File: src/gsm7_septet_unpacker_core_macros.svh
`ifndef GSM7_SEPTET_UNPACKER_CORE_MACROS_SVH
`define GSM7_SEPTET_UNPACKER_CORE_MACROS_SVH

// checked on every edge outside reset
`define GSM7_ASSERT(label, prop, msg) \
  label: assert property (@(posedge clk) disable iff (rst) prop) else $error(msg);

// checked on every edge, reset included
`define GSM7_ASSERT_ALWAYS(label, prop, msg) \
  label: assert property (@(posedge clk) prop) else $error(msg);

`endif

File: src/gsm7_pkg.sv
package gsm7_pkg;

  localparam int OCTET_W    = 8;
  localparam int SEPTET_W   = 7;
  localparam int COUNT_W    = 8;
  localparam int PHASE_W    = 3;
  localparam int OUTQ_DEPTH = 3;
  localparam int OUTQ_CNT_W = 2;

  localparam logic [PHASE_W-1:0] GROUP_LAST = 3'd6;

  typedef enum logic [0:0] {
    REG_PAD_FIRST    = 1'b0,
    REG_SEPTET_COUNT = 1'b1
  } cfg_reg_e;

  typedef struct packed {
    logic [OCTET_W-1:0] held_octet;
    logic [PHASE_W-1:0] bit_phase;
    logic [COUNT_W-1:0] emitted_count;
    logic               first_done;
  } unpk_state_t;

  localparam unpk_state_t STATE_RESET = '{
    held_octet:    '0,
    bit_phase:     '0,
    emitted_count: '0,
    first_done:    1'b0
  };

  typedef struct packed {
    logic [SEPTET_W-1:0] character;
    logic                final_char;
  } out_item_t;

  typedef struct packed {
    logic [1:0] n;
    out_item_t  item0;
    out_item_t  item1;
  } push_t;

  localparam logic [SEPTET_W-1:0] GSM_TO_ASCII [128] = '{
    7'h40, 7'h20, 7'h24, 7'h20, 7'h65, 7'h65, 7'h75, 7'h69,
    7'h6F, 7'h43, 7'h0A, 7'h30, 7'h30, 7'h20, 7'h41, 7'h61,
    7'h20, 7'h5F, 7'h20, 7'h20, 7'h20, 7'h20, 7'h20, 7'h20,
    7'h20, 7'h20, 7'h20, 7'h1B, 7'h41, 7'h61, 7'h42, 7'h45,
    7'h20, 7'h21, 7'h22, 7'h23, 7'h20, 7'h25, 7'h26, 7'h27,
    7'h28, 7'h29, 7'h2A, 7'h2B, 7'h2C, 7'h2D, 7'h2E, 7'h2F,
    7'h30, 7'h31, 7'h32, 7'h33, 7'h34, 7'h35, 7'h36, 7'h37,
    7'h38, 7'h39, 7'h3A, 7'h3B, 7'h3C, 7'h3D, 7'h3E, 7'h3F,
    7'h21, 7'h41, 7'h42, 7'h43, 7'h44, 7'h45, 7'h46, 7'h47,
    7'h48, 7'h49, 7'h4A, 7'h4B, 7'h4C, 7'h4D, 7'h4E, 7'h4F,
    7'h50, 7'h51, 7'h52, 7'h53, 7'h54, 7'h55, 7'h56, 7'h57,
    7'h58, 7'h59, 7'h5A, 7'h41, 7'h4F, 7'h4E, 7'h55, 7'h20,
    7'h3F, 7'h61, 7'h62, 7'h63, 7'h64, 7'h65, 7'h66, 7'h67,
    7'h68, 7'h69, 7'h6A, 7'h6B, 7'h6C, 7'h6D, 7'h6E, 7'h6F,
    7'h70, 7'h71, 7'h72, 7'h73, 7'h74, 7'h75, 7'h76, 7'h77,
    7'h78, 7'h79, 7'h7A, 7'h61, 7'h6F, 7'h6E, 7'h75, 7'h61
  };

endpackage

File: src/gsm7_unpack.sv
module gsm7_unpack import gsm7_pkg::*; (
  input  logic [OCTET_W-1:0] octet,
  input  unpk_state_t        st,
  input  logic               pad_first,
  input  logic [COUNT_W-1:0] septet_count,
  output unpk_state_t        st_next,
  output push_t              push
);

  logic [2*OCTET_W-1:0] window;
  logic [3:0]           shamt;
  logic [SEPTET_W-1:0]  sept0;
  logic [SEPTET_W-1:0]  upper;
  logic [COUNT_W:0]     plus1;
  logic [COUNT_W:0]     plus2;
  logic                 active;
  logic                 room1;

  always_comb begin
    shamt  = 4'd8 - {1'b0, st.bit_phase};
    window = {octet, st.held_octet} >> shamt;
    sept0  = window[SEPTET_W-1:0];
    upper  = octet[OCTET_W-1:1];
    plus1  = {1'b0, st.emitted_count} + 9'd1;
    plus2  = {1'b0, st.emitted_count} + 9'd2;
    active = st.emitted_count < septet_count;
    room1  = plus1 < {1'b0, septet_count};

    st_next                  = st;
    push.n                   = 2'd0;
    push.item0.character     = GSM_TO_ASCII[sept0];
    push.item0.final_char    = plus1 == {1'b0, septet_count};
    push.item1.character     = GSM_TO_ASCII[upper];
    push.item1.final_char    = plus2 == {1'b0, septet_count};

    if (active) begin
      st_next.first_done = 1'b1;
      if (!st.first_done && pad_first) begin
        // fill bit in bit 0, first char from the upper seven bits
        push.n               = 2'd1;
        push.item0.character = GSM_TO_ASCII[upper];
      end else if (st.bit_phase == GROUP_LAST) begin
        push.n             = room1 ? 2'd2 : 2'd1;
        st_next.bit_phase  = '0;
        st_next.held_octet = '0;
      end else begin
        push.n             = 2'd1;
        st_next.bit_phase  = st.bit_phase + 3'd1;
        st_next.held_octet = octet;
      end
      st_next.emitted_count = st.emitted_count + COUNT_W'(push.n);
    end
  end

endmodule

File: config.mk
export PLATFORM = sky130hd
export DESIGN_NAME = gsm7_unpack
export DESIGN_NICKNAME = d
export VERILOG_FILES = /design/src/gsm7_septet_unpacker_core_macros.svh /design/src/gsm7_pkg.sv /design/src/gsm7_unpack.sv
export SDC_FILE = /design/constraint.sdc
export NUM_CORES = 1
export LEC_CHECK = 0
export ABC_AREA = 1
export BUFFER_PORTS_ARGS = -buffer_cell sky130_fd_sc_hd__buf_2
export CAP_MARGIN = 20
export CELL_PAD_IN_SITES_DETAIL_PLACEMENT = 1
export CELL_PAD_IN_SITES_GLOBAL_PLACEMENT = 2
export CORE_MARGIN = 4
export CORE_UTILIZATION = 30
export DETAILED_ROUTE_END_ITERATION = 10
export PLACE_DENSITY = 0.94
export SYNTH_ARGS = -nofsm -noshare
export SYNTH_HDL_FRONTEND = slang
export SYNTH_SLANG_ARGS = --single-unit
File: constraint.sdc
create_clock -name vclk -period 8.55
set_input_delay 0.855 -clock vclk [all_inputs]
set_output_delay 0.855 -clock vclk [all_outputs]
set_load 0.005 [all_outputs]
Word level (Yosys, flattened, before mapping)
Memory sizes are Yosys's and may differ from the RTL's.
Cells that the tools add are included.
{"block": "totals", "memories": 2, "latch_bits": 0, "mem_bits_ro": 1792, "in_bits": 37, "mem_bits_rw": 0, "regBits": 0, "out_inout_bits": 38, "wordCells": 32}
{"block": "classes", "n_eq_ne": 3, "reduce_logical": 2, "muxes": 13, "addsub": 5, "bitwise_logic": 2, "mul": 0, "div_mod_pow": 0, "n_lt_le_gt_ge": 4, "n_shift": 1}
{"name": "(no name shown)", "depth": 128, "width": 7, "read_ports": 1, "rd_ports_with_merged_regs": 0, "wr": 0, "line": "gsm7_unpack.sv:41", "text": "push.item0.character = GSM_TO_ASCII[upper];"}
{"name": "(no name shown)", "depth": 128, "width": 7, "read_ports": 1, "rd_ports_with_merged_regs": 0, "wr": 0, "line": "gsm7_unpack.sv:31", "text": "push.item0.character = GSM_TO_ASCII[sept0];"}
{"operator": "$mux W7", "count": 5}
{"operator": "$mux W11", "count": 2}
{"operator": "$mux W20", "count": 1}
{"operator": "$eq A9 B8 Y1", "count": 2}
{"operator": "$ge A8 B8 Y1 const B", "count": 2}
{"operator": "$not A7 Y8", "count": 2}
{"operator": "$shr A16 B4 Y7", "count": 1}
{"operator": "$add A8 B1 Y9 const B", "count": 1}
{"operator": "$add A8 B2 Y9 const B", "count": 1}
{"operator": "$lt A9 B8 Y1", "count": 1}
{"operator": "$mux W9", "count": 1}
{"operator": "$add A8 B2 Y8", "count": 1}
{"operator": "$lt A8 B8 Y1", "count": 1}
{"operator": "$mux W2", "count": 4}
{"operator": "$sub A4 B3 Y4 const A", "count": 1}
{"operator": "$add A3 B1 Y3 const B", "count": 1}
{"operator": "$eq A3 B3 Y1 const B", "count": 1}
{"operator": "$logic_and A1 B1 Y1", "count": 1}
{"operator": "$logic_not A1 Y1", "count": 1}

Depth between registers and ports, before layout
Gate-level depths: netlist (run 1).
{"block": "depth", "depth_word": 8, "depth_mapped": 23}

Worst setup path before layout (run 1)
Ideal clock, no wire load.
{"block": "synth_path", "kind": "input port to output port", "start": "input st[2] (netlist bit)", "end": "output st_next[5] (netlist bit)", "setup_slack_ps": 4367, "cell_stages": 15, "t_arrival_ps": 3328, "path_cell_list": "ha_1 > or2_2 > o211ai_1 > inv_1 > ha_1 > nand2_1 > inv_1 > a221oi_1 > o21ai_0 > a21oi_1 > inv_1 > fa_1 > nor2_1 > nand2_1 > xor2_1"}
{"item": "from (decl)", "line": "gsm7_unpack.sv:3", "text": "input unpk_state_t st,"}
{"item": "to (decl)", "line": "gsm7_unpack.sv:6", "text": "output unpk_state_t st_next,"}

==> results of run 1 <==
## stage by stage
stage,power [W],instances
3_3_place_gp,0.000303,779
5_1_grt,0.000353,779
4_1_cts,0.000313,779
6_report,0.000312,779
3_5_place_dp,0.000311,779
2_1_floorplan,0.000223,592
## routing by layer
metal	vias up	routed length (um)	global-route usage, %
met1	1968	5250	24.3
met5	-	0	0
met3	16	428	0.815
li1	2061	-	-
met2	92	6360	36.5
met4	0	136	2.60
## area by class of cell
type,instances,area [um^2],share of cell area (%)
inverters,57,234,6.55
repair buffers,75,375,10.5
multi-input cells,511,2790,78.2
well taps,136,170,4.77
## cell families (layout without fill, tap and decap cells)
kind of cell | after synthesis | in the layout | share of synthesized area [%]
buffers and inverters | 81 | 132 | 13.0
XOR/XNOR | 18 | 18 | 4.92
adder cells (fa/ha/maj) | 35 | 35 | 13.9
AND/OR/NAND/NOR | 378 | 378 | 52.9
AO/OA/AOI/OAI | 80 | 80 | 15.3
## report_power, final
part,internal [W],switching (W)
clock,0,0
sequential,0,0
combinational,0.000106,0.000206
## placed cells by master, fill, tap and decap left out, types with 3 or more instances in the layout
cell / n
xor2_1: 15
nand3b_1: 4
nor3_1: 7
clkinv_1: 3
inv_4: 3
a21oi_1: 25
o21ai_0: 28
buf_2: 75
nand3_1: 87
a211oi_1: 5
nor2_1: 59
xnor2_1: 3
ha_1: 34
inv_1: 46
o211ai_1: 3
nand4_1: 4
nand3_2: 5
nand2_1: 191
inv_2: 3
nand2_2: 9
## how the worst max path moves through the flow
stage | start | end | cells past startpoint
2_1_floorplan | st[2] | st_next[5] | 15
3_3_place_gp | st[9] | push[10] | 21
3_5_place_dp | st[9] | push[13] | 19
4_1_cts | st[9] | push[13] | 19
5_1_grt | st[9] | push[10] | 21
6_report | st[9] | push[10] | 21
## worst max-delay path: stages
cell and delay (ns):
buf_2 0.37, inv_8 0.13, ha_1 0.57, inv_4 0.26, nand3_1 0.11, nand3_1 0.11
nand2_1 0.07, a21oi_2 0.36, inv_1 0.17, ha_1 0.34, inv_1 0.09, nand2_1 0.10
nand2_1 0.08, nor2_1 0.05, nor2_1 0.09, nand2_1 0.06, nand2_1 0.06, nand2_1 0.04
nand2_1 0.06, nand2_1 0.04, buf_2 0.12
==> run metrics, run 1 <==
top cell type's share of synthesized area=22.4%; CLK BUF=0; GP Congestion=approximately 0.89; Cell Rows=37; sequential area share after synthesis=0%; 1st-pass router iterations=4; vias in the first global route=about 4300; Port Buffers=75; Post-CTS Setup Bufs=0; VDD IR-drop max=22.0 uV; final hold slack=around 2.0 ns; Placement Cell Area=between 3000 and 4000 um^2; Final Hold Fails=0; max_slew headroom=around half; max-slew violations=0; first-pass GRT wire length=~21 mm; Worst-Margin Slew=slightly below 0.8 ns; final period utilization=~60%; # setup viols final=0; Crit Path Category=in -> out; outcome=completed; DR vias=around 4100; total wire length=between 10 and 15 mm; number of max-cap violations=0; ANT cells=0; drt drc=0; Design Area, Final=between 3000 and 4000 um^2; largest cells by area after synthesis=nand2_1, nand3_1, ha_1, nor2_1, inv_1; Initial Util=between 30 and 40%; Die W=between 100 and 150 um; area grow syn2layout=11.4%; fill count=around 1500; setup TNS=0 ns; library cells used by synthesis=between 50 and 60; fmax=200 MHz; # IOs=75; CP endpoint kind=output port; startpoint class of the critical path=primary input; HPWL Detailed=10.2 mm; initial DRC count=between 100 and 150; Syn Inst Count=592; Seq Cell Count=0; LEAKAGE=approximately 1.9 nW; hold depth=4; Synth area leader=nand2_1; post-synthesis cell area=3210 um^2; WL/cell=between 15 and 20 um; global route overflow=0; Setup WS pre-CTS=3.56 ns; Worst Hold Path EP=st_next[0]; Hold Buf Count CTS=0; fin nets=approximately 720; hold_sp=st[0]; vias per cell=5.31; CTS-repair resized insts=0; Final min period=around 5 ns; WP data required=between 7 and 8 ns; share of layout cells above drive strength 1=between 10% and 20%; fin util=between 30% and 40%; Power Density=about 87 nW/um^2; antenna violations before repair=0; Die Area=12400 um^2; Hold WC Path Type=in -> out; GRT Resource Usage Total=around a fifth; Syn Area/Cell=about 5.4 um^2; syn nets=~660; Commonest cells post-synth=nand2_1, nand3_1, nor2_1; YS warnings=0; largest net degree at the start of global routing=21; RSZ-0062 raised after global routing=no; worst setup margin=between 3 and 4 ns; count leader, synth=nand2_1; DRT antenna net count=0; core area=approximately 10000 um^2; crit path DAT=about 4.2 ns; Die Height=~110 um; Reg area=0 um^2; worst-path maximum fanout=20
(Power assumes the default switching activity.)
==> run 2, diff against run 1 <==
- CORE_UTILIZATION: 30 -> 28
- PLACE_DENSITY: 0.94 -> 0.89
- clock period: 8.55 -> 5.04 ns (I/O delays scaled with it)
==> run metrics, run 2 (synthesized netlist as in run 1, its figures left out) <==
outcome=completed (unchanged); CP max-delay cell=ha_1 (unchanged); max-slew violations=0 (unchanged); hold depth=4 (unchanged); Worst Setup EP=push[10] (unchanged); Hold Buf Count CTS=0 (unchanged); CTS-repair resized insts=0 (unchanged); Reg power frac=0% (about the same); commonest non-fill, non-tap cell in the layout=nand2_1 (unchanged); crit path DAT=3.82 ns (was 4.16 ns); antenna violations before repair=0 (unchanged); first-pass GRT wire length=20.9 mm (unchanged); VDD IR-drop max=39.4 uV (was 22.0 uV); commonest cells after routing, fill and taps aside=nand2_1, nand3_1, buf_2, nor2_1, inv_1 (unchanged); sw frac=66.0% (was 66.1%); CP peak stage delay=0.56 ns (was 0.57 ns); setup TNS=0 ns (unchanged); GP Congestion=0.888 (was 0.894); Die Area=13200 um^2 (was 12400 um^2); vias per cell=5.18 (was 5.31); HPWL Detailed=10.4 mm (was 10.2 mm); CP cell instances=buf_2, inv_8, ha_1, inv_4, nand3_1, nand3_1, nand2_1, a21oi_2, inv_1, ha_1, inv_1, nand2_1, nand2_1, nor2_1, nor2_1, nand2_1, nand2_1, nand2_1, nand2_1, nand2_1, buf_2 (unchanged); core area=11000 um^2 (was 10400 um^2); max_slew headroom=61.8% (was 48.0%); 1st-pass router iterations=4 (unchanged); WP data required=4.54 ns (was 7.70 ns); WL/cell=15.8 um (was 15.6 um); CP startpoint=st[9] (unchanged); DRT antenna net count=0 (unchanged); startpoint class of the critical path=primary input (unchanged); global route overflow=0 (unchanged); share of layout cells above drive strength 1=17.4% (was 17.3%); drt drc=0 (unchanged); Port Buffers=75 (unchanged); initial DRC count=175 (was 137); Final min period=between 4 and 5 ns; # IOs=75 (unchanged); internal power=0.000181 W (was 0.000106 W); area grow syn2layout=11.7% (was 11.4%); Hold WC Path Type=in -> out (unchanged); CP most frequent cell=nand2_1 (unchanged); Initial Util=29.1% (was 30.9%); GRT Resource Usage Total=18.7% (was 19.1%); Die Height=115 um (was 111 um); fin nets=718 (was 717); ANT cells=0 (unchanged); Crit Path Category=in -> out (unchanged); Worst-Margin Slew=0.574 ns (was 0.777 ns); Seq Cell Count=0 (unchanged); combinational share of power=100.0% (about the same); final hold slack=1.28 ns (was 1.99 ns); LEAKAGE=1.89 nW (about the same); largest net degree at the start of global routing=21 (unchanged); Final Hold Fails=0 (unchanged); RSZ-0062 raised after global routing=no (unchanged); Post-CTS Setup Bufs=0 (unchanged); # setup viols final=0 (unchanged); Post-Layout Cell Count=784 (was 779); DR vias=4064 (was 4137); worst-path maximum fanout=20 (unchanged); Cell Rows=38 (was 37); Clk pwr share=0% (about the same); CLK BUF=0 (unchanged); vias in the first global route=4251 (was 4303); total wire length=12.4 mm (was 12.2 mm); fin util=32.5% (was 34.4%); fmax=231 MHz; final period utilization=85.8%; NetSw=0.000352 W (was 0.000206 W); placed cells=784 (was 779); CP endpoint kind=output port (unchanged); Power Density=149 nW/um^2 (was 87.3 nW/um^2); Die W=115 um (was 111 um); number of max-cap violations=0 (unchanged); Reg area=0 um^2 (unchanged)
-- run 2: changes by cell type in the layout (fill, tap and decap cells not counted), sizes merged --
cell and delta:
buf +1
-- run 2: through the flow --
stage	setup WS, ns	power [W]	instance area (um^2)
floorplan	1.56	0.000379	3210
global placement	0.936	0.000518	3580
detailed placement	0.771	0.000531	3580
CTS	0.761	0.000534	3580
global route	0.355	0.000604	3580
finish	0.715	0.000533	3580
-- run 2: worst min-delay path by stage --
stage                     start    endpoint
after floorplan           st[3]  st_next[3]
after global placement    st[0]  st_next[0]
after detailed placement  st[0]  st_next[0]
after CTS                 st[0]  st_next[0]
after global routing      st[0]  st_next[0]
final                     st[0]  st_next[0]
-- run 2: final cells by class --
type	count	area, um^2
Timing Repair Buffer	76	383
Tap cell	140	175
Inverter	57	234
Multi-Input combinational cell	511	2790
Fill cell	1591	7450
-- run 2: power groups by stage --
| stage | combinational, W | sequential (W) | clock, W |
|---|---|---|---|
| after global placement | 0.000518 | 0 | 0 |
| after floorplan | 0.000379 | 0 | 0 |
| final | 0.000533 | 0 | 0 |
| after CTS | 0.000534 | 0 | 0 |
| after global routing | 0.000604 | 0 | 0 |
| after detailed placement | 0.000531 | 0 | 0 |
-- run 2: worst max-delay path, delay by kind of cell --
kind / cells / cell delay (ns)
adders and majority gates: 2 / 0.90
buffers and inverters: 6 / 1.12
and+or+nand+nor: 12 / 0.92
AOI/OAI and AO/OA: 1 / 0.38
-- run 2: layer usage --
metal  GRT usage, %  up-vias  share of wire (%)
met2           35.6       74                 53
met5              0        -                  0
met1           24.3     1924                 44
met4           1.56        0               0.90
li1               -     2058                  -
met3          0.211        8                2.7
